[config.mk]
export PLATFORM = sky130hd
export DESIGN_NAME = lsps_mod
export DESIGN_NICKNAME = d
export VERILOG_FILES = /design/src/rtl/lsps_pkg.sv /design/src/rtl/lsps_mod.sv
export SDC_FILE = /design/constraint.sdc
export NUM_CORES = 1
export LEC_CHECK = 0
export ABC_AREA = 1
export BUFFER_PORTS_ARGS = -buffer_cell sky130_fd_sc_hd__buf_4
export CAP_MARGIN = 0
export CORE_MARGIN = 1
export CORE_UTILIZATION = 30
export CTS_CLUSTER_SIZE = 16
export DETAILED_ROUTE_END_ITERATION = 12
export GPL_TIMING_DRIVEN = 0
export PLACE_DENSITY = 0.46
export SLEW_MARGIN = 20
export SYNTH_ARGS = -nofsm -noshare
export SYNTH_HDL_FRONTEND = slang
export SYNTH_SLANG_ARGS = --single-unit
[constraint.sdc]
create_clock -name clk_i -period 2.1 [get_ports clk_i]
set_input_delay 0.21 -clock clk_i [delete_from_list [all_inputs] [get_ports clk_i]]
set_output_delay 0.21 -clock clk_i [all_outputs]
set_load 0.02 [all_outputs]
[src/rtl/lsps_pkg.sv]
// ----------------------------------------------------------------------------
// lsps_pkg
// Shared types and constants for the looped sample position stepper: voice
// entry layout, opcodes, loop modes and the modulo unit handshake.
// ----------------------------------------------------------------------------
package lsps_pkg;

  // Voice memory geometry
  localparam int unsigned VOICES           = 32;
  localparam int unsigned VIDX_W           = $clog2(VOICES);
  localparam int unsigned MAX_SAMPLE_BYTES = 4194304;

  // Field widths
  localparam int unsigned CH_W   = 5;
  localparam int unsigned POS_W  = 22;
  localparam int unsigned FRAC_W = 16;
  localparam int unsigned RATE_W = 32;
  localparam int unsigned TYPE_W = 8;
  localparam int unsigned BOFS_W = 23;
  localparam int unsigned DIVD_W = 23;

  // Stream widths
  localparam int unsigned IN_DATA_W  = 136;
  localparam int unsigned IN_USER_W  = 2;
  localparam int unsigned OUT_DATA_W = 56;

  // Register file
  localparam int unsigned APB_ADDR_W = 3;
  localparam int unsigned APB_DATA_W = 32;
  localparam int unsigned CIU_W      = 6;
  localparam logic [CIU_W-1:0] CIU_RESET = CIU_W'(8);
  localparam logic [APB_ADDR_W-3:0] REG_CHANNELS_IN_USE = '0;

  // Loop end limits in samples
  localparam logic [POS_W-1:0] LIMIT_NARROW = POS_W'(MAX_SAMPLE_BYTES - 1);
  localparam logic [POS_W-1:0] LIMIT_WIDE   = POS_W'((MAX_SAMPLE_BYTES - 1) / 2);

  // Sample type bits
  localparam int unsigned TYPE_WIDE_BIT = 4;

  typedef enum logic [1:0] {
    OP_TRIGGER  = 2'd0,
    OP_SET_RATE = 2'd1,
    OP_TICK     = 2'd2,
    OP_NOP      = 2'd3
  } lsps_op_e;

  typedef enum logic [1:0] {
    MODE_NONE     = 2'd0,
    MODE_FORWARD  = 2'd1,
    MODE_PINGPONG = 2'd2
  } lsps_mode_e;

  // One voice memory word
  typedef struct packed {
    logic                active;
    logic                back;
    logic                wide;
    lsps_mode_e          mode;
    logic [POS_W-1:0]    end_pos;
    logic [POS_W-1:0]    loop_len;
    logic [POS_W-1:0]    loop_start;
    logic [RATE_W-1:0]   rate;
    logic [FRAC_W-1:0]   frac;
    logic [POS_W-1:0]    pos;
  } voice_t;

  // Modulo unit request and response
  typedef struct packed {
    logic              start;
    logic [DIVD_W-1:0] dividend;
    logic [POS_W-1:0]  divisor;
  } mod_req_t;

  typedef struct packed {
    logic             done;
    logic [POS_W-1:0] rem;
  } mod_rsp_t;

endpackage

[src/rtl/lsps_mod.sv]
// ----------------------------------------------------------------------------
// lsps_mod
// Restoring remainder unit: one dividend bit per cycle from start until all
// DIVD_W bits are in, then a one-cycle done pulse.
// ----------------------------------------------------------------------------
module lsps_mod (
  input  logic              clk_i,
  input  logic              rst_ni,
  input  lsps_pkg::mod_req_t req_i,
  output lsps_pkg::mod_rsp_t rsp_o
);
  import lsps_pkg::*;

  localparam int unsigned CNT_W = $clog2(DIVD_W + 1);

  logic              busy_q;
  logic              done_q;
  logic [CNT_W-1:0]  cnt_q;
  logic [DIVD_W-1:0] num_q;
  logic [POS_W-1:0]  div_q;
  logic [POS_W-1:0]  rem_q;
  logic [POS_W:0]    trial;
  logic [POS_W-1:0]  rem_d;

  // Shift in the next dividend bit, subtract when it fits
  always_comb begin
    trial = {rem_q, num_q[DIVD_W-1]};
    if (trial >= {1'b0, div_q}) begin
      rem_d = POS_W'(trial - {1'b0, div_q});
    end else begin
      rem_d = POS_W'(trial);
    end
  end

  // Step control
  always_ff @(posedge clk_i or negedge rst_ni) begin
    if (!rst_ni) begin
      busy_q <= 1'b0;
      done_q <= 1'b0;
      cnt_q  <= '0;
    end else begin
      done_q <= 1'b0;
      if (req_i.start) begin
        busy_q <= 1'b1;
        cnt_q  <= CNT_W'(DIVD_W);
      end else if (busy_q) begin
        cnt_q <= cnt_q - CNT_W'(1);
        if (cnt_q == CNT_W'(1)) begin
          busy_q <= 1'b0;
          done_q <= 1'b1;
        end
      end
    end
  end

  // Datapath
  always_ff @(posedge clk_i) begin
    if (req_i.start) begin
      num_q <= req_i.dividend;
      div_q <= req_i.divisor;
      rem_q <= '0;
    end else if (busy_q) begin
      num_q <= {num_q[DIVD_W-2:0], 1'b0};
      rem_q <= rem_d;
    end
  end

  assign rsp_o.done = done_q;
  assign rsp_o.rem  = rem_q;

endmodule

==> results.toml, run 1 <==
[status]
status = "finished clean"

[clock_network]
cts-htree-levels = 3
path_clk_slew_ns = 0.07
cts_made_buffers = 9
ctsRootBufferMaster = "clkbuf_16"
clk_path_buf_depth = 2
clock_latency_ns = 0.35
cts_tree = "built"
clock-sinks = 74

[logic_synthesis]
synth-seq-area-share_pct = 41.6
synth_top_area_share_pct = 28.5
synth_top_family_by_area = "simple AND/OR/NAND/NOR gates"
synth-edff-count = 45
synth_xor_area_share_pct = 1.67
synthAdderAreaFrac_pct = 6.77
synth_seq_cells = 74
synthArstFlopShare_pct = 9.46
postSynthCellCount = 653
ys_types = 34
yosysTopAreaCell = "edfxtp_1"
synth_compound_area_share_pct = 3.70
synthTopCellsByArea = "edfxtp_1, nand2_1, dfxtp_1"
synth_commonest_cells = "nand2_1, inv_1, nand3_1"
ys_warn_count = 0
syn_area_um2 = 4730
ys.flop_type = "edfxtp_1"
syn-mean-instance-area_um2 = 7.25
syn_nets = 726
yosys-mux-area-fraction_pct = 0
synth.most_common_cell = "nand2_1"
synth-simple-area-share_pct = 35.4

[sta]
setup_viol = 0
worst_pin_slew_ns = 0.732
skew_ns = 0.0138
finalCritPeriodShare_pct = 94.9
finalMaxSlewViolations = 0
rsz0062_at_grt = "yes"
setup_tns_ns = 0
clock.fmax_mhz = 502
final_period_minus_worst_setup_slack_ns = 1.99
slew_headroom_pct = 51.1
hold_viol_final = 0

[route]
wl_per_cell_um = 14.3
vias = 4363
drc = 0
post_drt_via_cell_ratio = 4.48
postRouteAntennaNets = 0
firstDrtPassIters = 5
drt_wl_total_mm = 13.9
drt_iter0_drc = 178

[critical_path]
crit_path_max_fanout = 5
end_kind = "register"
critPathKind = "register to register"
critical_path_arrival_ns = 2.27
critPathRequiredTime_ns = 2.38
crit_path_start_kind = "register"

[flow_run]
cap_violations = 0

[global_routing]
grt_pass1_vias = 4216
grt_max_degree = 32
antenna_found_initial = 0
track_usage_pct = 17.2
grt-ovfl-total = 0
grt_pass1_wl_mm = 21.3

[min_path]
hp-class = "primary input to register"

[power_and_ir_drop]
power_per_cell_area_nw_per_um2 = 1150
p_leak_nw = 3.16
ir_drop_mv = 0.488
power.total_mw = 7.49

[cells_and_area]
syn_to_final_growth_pct = 37.1
drive_gt1_share_pct = 26.5
final_nets = 831
num_antenna_cells = 0
fill_cells = 1661

[placed_design]
portBuffers = 70
place_congestion = 0.872
dp_hpwl_mm = 9.62

[floorplan]
ioPinCount = 71
core_um2 = 15300
die_w_um = 128
die-area_um2 = 16300
start_util_pct = 30.9
num_rows = 45
die_height_um = 128
power by group:
group | total (mW) | switching [mW] | internal, mW
Clock | 1.66 | 0.693 | 0.968
Sequential | 2.01 | 0.231 | 1.78
Combinational | 3.82 | 2.13 | 1.69
worst max-delay path: stages (launching register included):
cell and delay [ns]:
edfxtp_1 0.34, inv_2 0.05, ha_4 0.30, nand2_2 0.10, nor2_4 0.17, inv_2 0.06
nor2_4 0.10, nand2_1 0.07, nor2_2 0.15, nor2_4 0.07, buf_6 0.14, buf_4 0.13
nand3b_1 0.07, nand3_1 0.08, o21ai_1 0.08
placed cells by master, fill, tap and decap left out, types with 3 or more instances in the layout:
| cell | netlist | layout |
|---|---|---|
| edfxtp_1 | 45 | 45 |
| clkinv_4 | 0 | 3 |
| nand4_1 | 6 | 6 |
| clkbuf_16 | 0 | 11 |
| nor2_2 | 3 | 5 |
| nand3_2 | 0 | 3 |
| nand2_1 | 246 | 227 |
| o21ai_0 | 5 | 5 |
| inv_1 | 107 | 97 |
| nand2_2 | 9 | 22 |
| a21oi_1 | 16 | 12 |
| dfrtp_1 | 7 | 7 |
| buf_4 | 1 | 92 |
| inv_2 | 2 | 12 |
| clkbuf_1 | 5 | 5 |
| clkinv_1 | 3 | 3 |
| nand2_4 | 0 | 6 |
| dfxtp_1 | 22 | 21 |
| nor2_4 | 3 | 7 |
| ha_1 | 24 | 3 |
| xnor2_1 | 6 | 6 |
| nor3_1 | 5 | 4 |
| ha_4 | 0 | 21 |
| nand3b_1 | 16 | 16 |
| nor2_1 | 36 | 30 |
| xor2_1 | 3 | 3 |
| buf_2 | 4 | 4 |
| o21ai_1 | 8 | 8 |
| nand3_1 | 56 | 53 |
flip-flops by register name, indices dropped and copies added, names as in the netlist:
name,cells
busy_q,1
cnt_q,5
div_q,22
done_q,1
num_q,23
rem_q,22
cells by family (layout without fill, tap and decap cells):
group,count (synthesis),after routing
AND/OR/NAND/NOR,385,385
buffers and inverters,127,237
flip-flops,74,74
AO/OA/AOI/OAI,33,33
adder cells (fa/ha/maj),25,25
XOR/XNOR,9,9
final cells by class:
class / instances / area, um2 / area share (%)
buffer: 15 / 108 / 1.66
clock buffer: 10 / 239 / 3.68
clock inverter: 6 / 73.8 / 1.14
inverter: 112 / 420 / 6.48
multi-input combinational: 452 / 2680 / 41.3
sequential: 74 / 1970 / 30.3
tap: 211 / 264 / 4.07
timing repair buffer: 94 / 738 / 11.4
metrics by stage:
| stage | util (%) | worst slack, ns | instances | area (um2) | hold slack (ns) |
|---|---|---|---|---|---|
| after floorplan | - | 0.230 | 653 | 4730 | -0.0856 |
| after CTS | 38.2 | 0.00232 | 951 | 5860 | 0.0167 |
| after global placement | 36.1 | -0.716 | 934 | 5520 | 0.0293 |
| final | 42.4 | 0.108 | 974 | 6490 | 0.0266 |
| after global routing | 42.4 | -0.0530 | 974 | 6490 | 0.0116 |
| after detailed placement | 36.1 | -0.360 | 934 | 5520 | 0.0300 |
metal layers:
| metal | GRT usage [%] | share of wire, % |
|---|---|---|
| met5 | 0 | 0 |
| met4 | 5.88 | 1.5 |
| met3 | 4.02 | 4.8 |
| met2 | 29.8 | 49 |
| met1 | 20.9 | 45 |
worst paths after layout:
check                           slack [ns]  depth (start not counted)         to      from
worst max-delay path                  0.11                         14  rem_q[15]  div_q[9]
worst min-delay path                  0.03                          1   div_q[5]  req_i[5]
max in group asynchronous             1.76                          2     busy_q    rst_ni
min in group asynchronous             0.21                          2   cnt_q[1]    rst_ni
worst min register to register        0.49                          1   cnt_q[4]  cnt_q[4]
worst max register to register        0.11                         14  rem_q[15]  div_q[9]
timing repair:
| item | CTS | global route |
|---|---|---|
| resized for setup | 4 | 94 |
| pin swaps | 0 | 21 |
| hold endpoints to repair | 7 | 0 |
| buffers inserted | 0 | 19 |
| hold buffers | 1 | 0 |
| setup endpoints to repair | 11 | 43 |
| gates cloned | 0 | 4 |
Note: power is estimated with default switching activity, not from simulation.
==> inputs of run 2 (changes only) <==
--- a/config.mk
+++ b/config.mk
@@ -5,7 +5,6 @@
 export SDC_FILE = /design/constraint.sdc
 export NUM_CORES = 1
 export LEC_CHECK = 0
-export ABC_AREA = 1
 export BUFFER_PORTS_ARGS = -buffer_cell sky130_fd_sc_hd__buf_4
 export CAP_MARGIN = 0
 export CORE_MARGIN = 1
@@ -13,7 +12,8 @@
 export CTS_CLUSTER_SIZE = 16
 export DETAILED_ROUTE_END_ITERATION = 12
 export GPL_TIMING_DRIVEN = 0
-export PLACE_DENSITY = 0.46
+export PLACE_DENSITY = 0.47
+export SKIP_CTS_REPAIR_TIMING = 1
 export SLEW_MARGIN = 20
 export SYNTH_ARGS = -nofsm -noshare
 export SYNTH_HDL_FRONTEND = slang
==> run 2 against run 1 <==
  * The flow now finishes with violations (negative setup slack)
  * Critical path depth fell by 2
  * Combinational power fell by 88%
  * Synthesized area fell by 11%
  * Routed wire length fell by 24%
  * Synthesized cell count fell by 38%
  * Non-clock buffer count fell by 4
  * Register-to-register slack got worse by 0.53 ns
  * Largest cell class unchanged
==> results.toml, run 2 <==
[cells_and_area]
fill_cells = 1354
mostFrequentLayoutCells = "buf_4, edfxtp_1, nor2_1, inv_1, mux2_2"
top_regs = "num_q: 23 flops, div_q: 22 flops, rem_q: 22 flops"
final_nets = 576
syn_to_final_growth_pct = 36.3
layout_commonest_cell = "buf_4"
largest_reg_flops = 23
top_register = "num_q"
drive_gt1_share_pct = 38.4
num_antenna_cells = 0
stdcell_count = 688

[placed_design]
pre_cts_ws_ns = -0.607
portBuffers = 70
dp_cells = 655
dp_hpwl_mm = 7.55
place_congestion = 0.784

[logic_synthesis]
syn_nets = 478
synthArstFlopShare_pct = 9.46
syn-mean-instance-area_um2 = 10.4
synth_xor_area_share_pct = 4.14
synth-edff-count = 45
synthTopCellsByArea = "edfxtp_1, dfxtp_1, ha_1"
ys_warn_count = 0
synth_compound_area_share_pct = 15.4
synth_commonest_cells = "edfxtp_1, nor2_1, a21oi_1"
synth_top_area_share_pct = 31.9
synth-seq-area-share_pct = 46.5
yosys-mux-area-fraction_pct = 8.22
synth-simple-area-share_pct = 13.5
synthAdderAreaFrac_pct = 7.57
synth.most_common_cell = "edfxtp_1"
yosysTopAreaCell = "edfxtp_1"
synth_seq_cells = 74
ys.flop_type = "edfxtp_1"
syn_area_um2 = 4230
synth_top_family_by_area = "compound AO/OA/AOI/OAI gates"
ys_types = 54
postSynthCellCount = 405

[sta]
slew_headroom_pct = 60.2
finalCritPeriodShare_pct = 120
worst_pin_slew_ns = 0.596
rsz0062_at_grt = "yes"
finalMaxSlewViolations = 0
hold_viol_final = 0
clock.fmax_mhz = 397
setup_ws_ns = -0.421
final_period_minus_worst_setup_slack_ns = 2.52
setup_tns_ns = -8.27
setup_viol = 22
skew_ns = 0.00529

[floorplan]
die-area_um2 = 14600
die_w_um = 121
core_um2 = 13800
start_util_pct = 30.6
num_rows = 43
die_height_um = 121
ioPinCount = 71

[power_and_ir_drop]
p_int_mw = 2.81
seq_power_share_pct = 45.1
combPwrFrac_pct = 12.8
ir_drop_mv = 0.348
sw_frac_of_total_pct = 24.4
power.total_mw = 3.72
power_per_cell_area_nw_per_um2 = 645
p_leak_nw = 2.43
p_clk_share_pct = 42.1
power_switching_mw = 0.907

[route]
drc = 0
post_drt_via_cell_ratio = 4.91
postRouteAntennaNets = 0
drt_wl_total_mm = 10.6
drt_iter0_drc = 175
wl_per_cell_um = 15.4
firstDrtPassIters = 5
vias = 3376

[critical_path]
critPathTopFamily = "simple AND/OR/NAND/NOR gates"
critical_path_arrival_ns = 2.80
crit_path_start_kind = "register"
cpMostUsedCell = "mux2i_1"
path_buf_inv = 3
critPathRequiredTime_ns = 2.38
critPathKind = "register to register"
slowest_stage = "edfxtp_1"
max_stage_delay_ns = 0.38
ff2ff_setup_slack_ns = -0.42
crit_path_max_fanout = 6
path_cells = "inv_2 -> ha_4 -> a21o_1 -> or3_4 -> nor3_4 -> o31ai_4 -> buf_6 -> o21ai_4 -> buf_8 -> mux2i_1 -> mux2i_1 -> nor2_1"
end_kind = "register"

[global_routing]
track_usage_pct = 15.2
grt_max_degree = 25
grt_pass1_vias = 3234
antenna_found_initial = 0
grt_pass1_wl_mm = 16.8
grt-ovfl-total = 0

[status]
violations = "negative setup slack"
status = "finished with violations"

[clock_network]
cts_tree = "built"
clock-sinks = 74
cts_made_buffers = 9
clk_path_buf_depth = 2
ctsRootBufferMaster = "clkbuf_16"
clock_latency_ns = 0.35
path_clk_slew_ns = 0.06
cts-htree-levels = 3

[flow_run]
cap_violations = 0

[min_path]
hp-class = "primary input to register"
run 2: area by class of cell:
| class | count | area [um2] | area share [%] |
|---|---|---|---|
| Buffer | 19 | 110 | 1.91 |
| Clock buffer | 9 | 225 | 3.91 |
| Clock inverter | 7 | 76.3 | 1.32 |
| Inverter | 29 | 109 | 1.89 |
| Multi-Input combinational cell | 284 | 2360 | 41.0 |
| Sequential cell | 74 | 1980 | 34.4 |
| Tap cell | 180 | 225 | 3.91 |
| Timing Repair Buffer | 86 | 677 | 11.7 |
run 2: kinds of logic (layout without fill, tap and decap cells):
logic type / after synthesis / after routing
AOI/OAI and AO/OA: 94 / 95
xor gates and xnor gates: 20 / 20
adders and majority gates: 25 / 25
buffers and inverters: 48 / 150
DFF: 74 / 74
muxes: 32 / 32
and+or+nand+nor: 112 / 112
run 2: path summary, 6_finish.rpt:
| kind | start | end | cells past startpoint |
|---|---|---|---|
| max in group asynchronous | rst_ni | cnt_q[2] | 2 |
| worst max-delay path | div_q[8] | rem_q[1] | 12 |
| worst min-delay path | req_i[2] | div_q[2] | 1 |
| worst min register to register | rem_q[6] | rem_q[6] | 2 |
| min in group asynchronous | rst_ni | cnt_q[1] | 2 |
| worst max register to register | div_q[8] | rem_q[1] | 12 |
run 2: per-layer routing:
metal	GRT usage [%]	share of wire, %	wire length [um]
met1	20.6	47	5020
met2	22.5	45	4760
met3	5.00	6.2	651
met4	5.32	1.3	133
met5	0	0	0
run 2: per-stage QoR:
| stage | utilization [%] | instance area, um2 | hold WS (ns) |
|---|---|---|---|
| 2_1_floorplan | - | 4380 | -0.0856 |
| 3_3_place_gp | 37.1 | 5130 | 0.0328 |
| 3_5_place_dp | 37.1 | 5130 | 0.0305 |
| 4_1_cts | 39.3 | 5430 | -0.346 |
| 5_1_grt | 41.7 | 5770 | 0.0183 |
| 6_report | 41.7 | 5770 | 0.0351 |
run 2: power groups by stage:
stage                     combinational [mW]  clock, mW  sequential [mW]
final                                  0.475       1.57             1.68
after global routing                   0.527       1.68             1.69
after CTS                              0.436       1.62             1.68
after detailed placement               0.434          0             1.71
after global placement                 0.430          0             1.70
after floorplan                        0.285          0             1.70
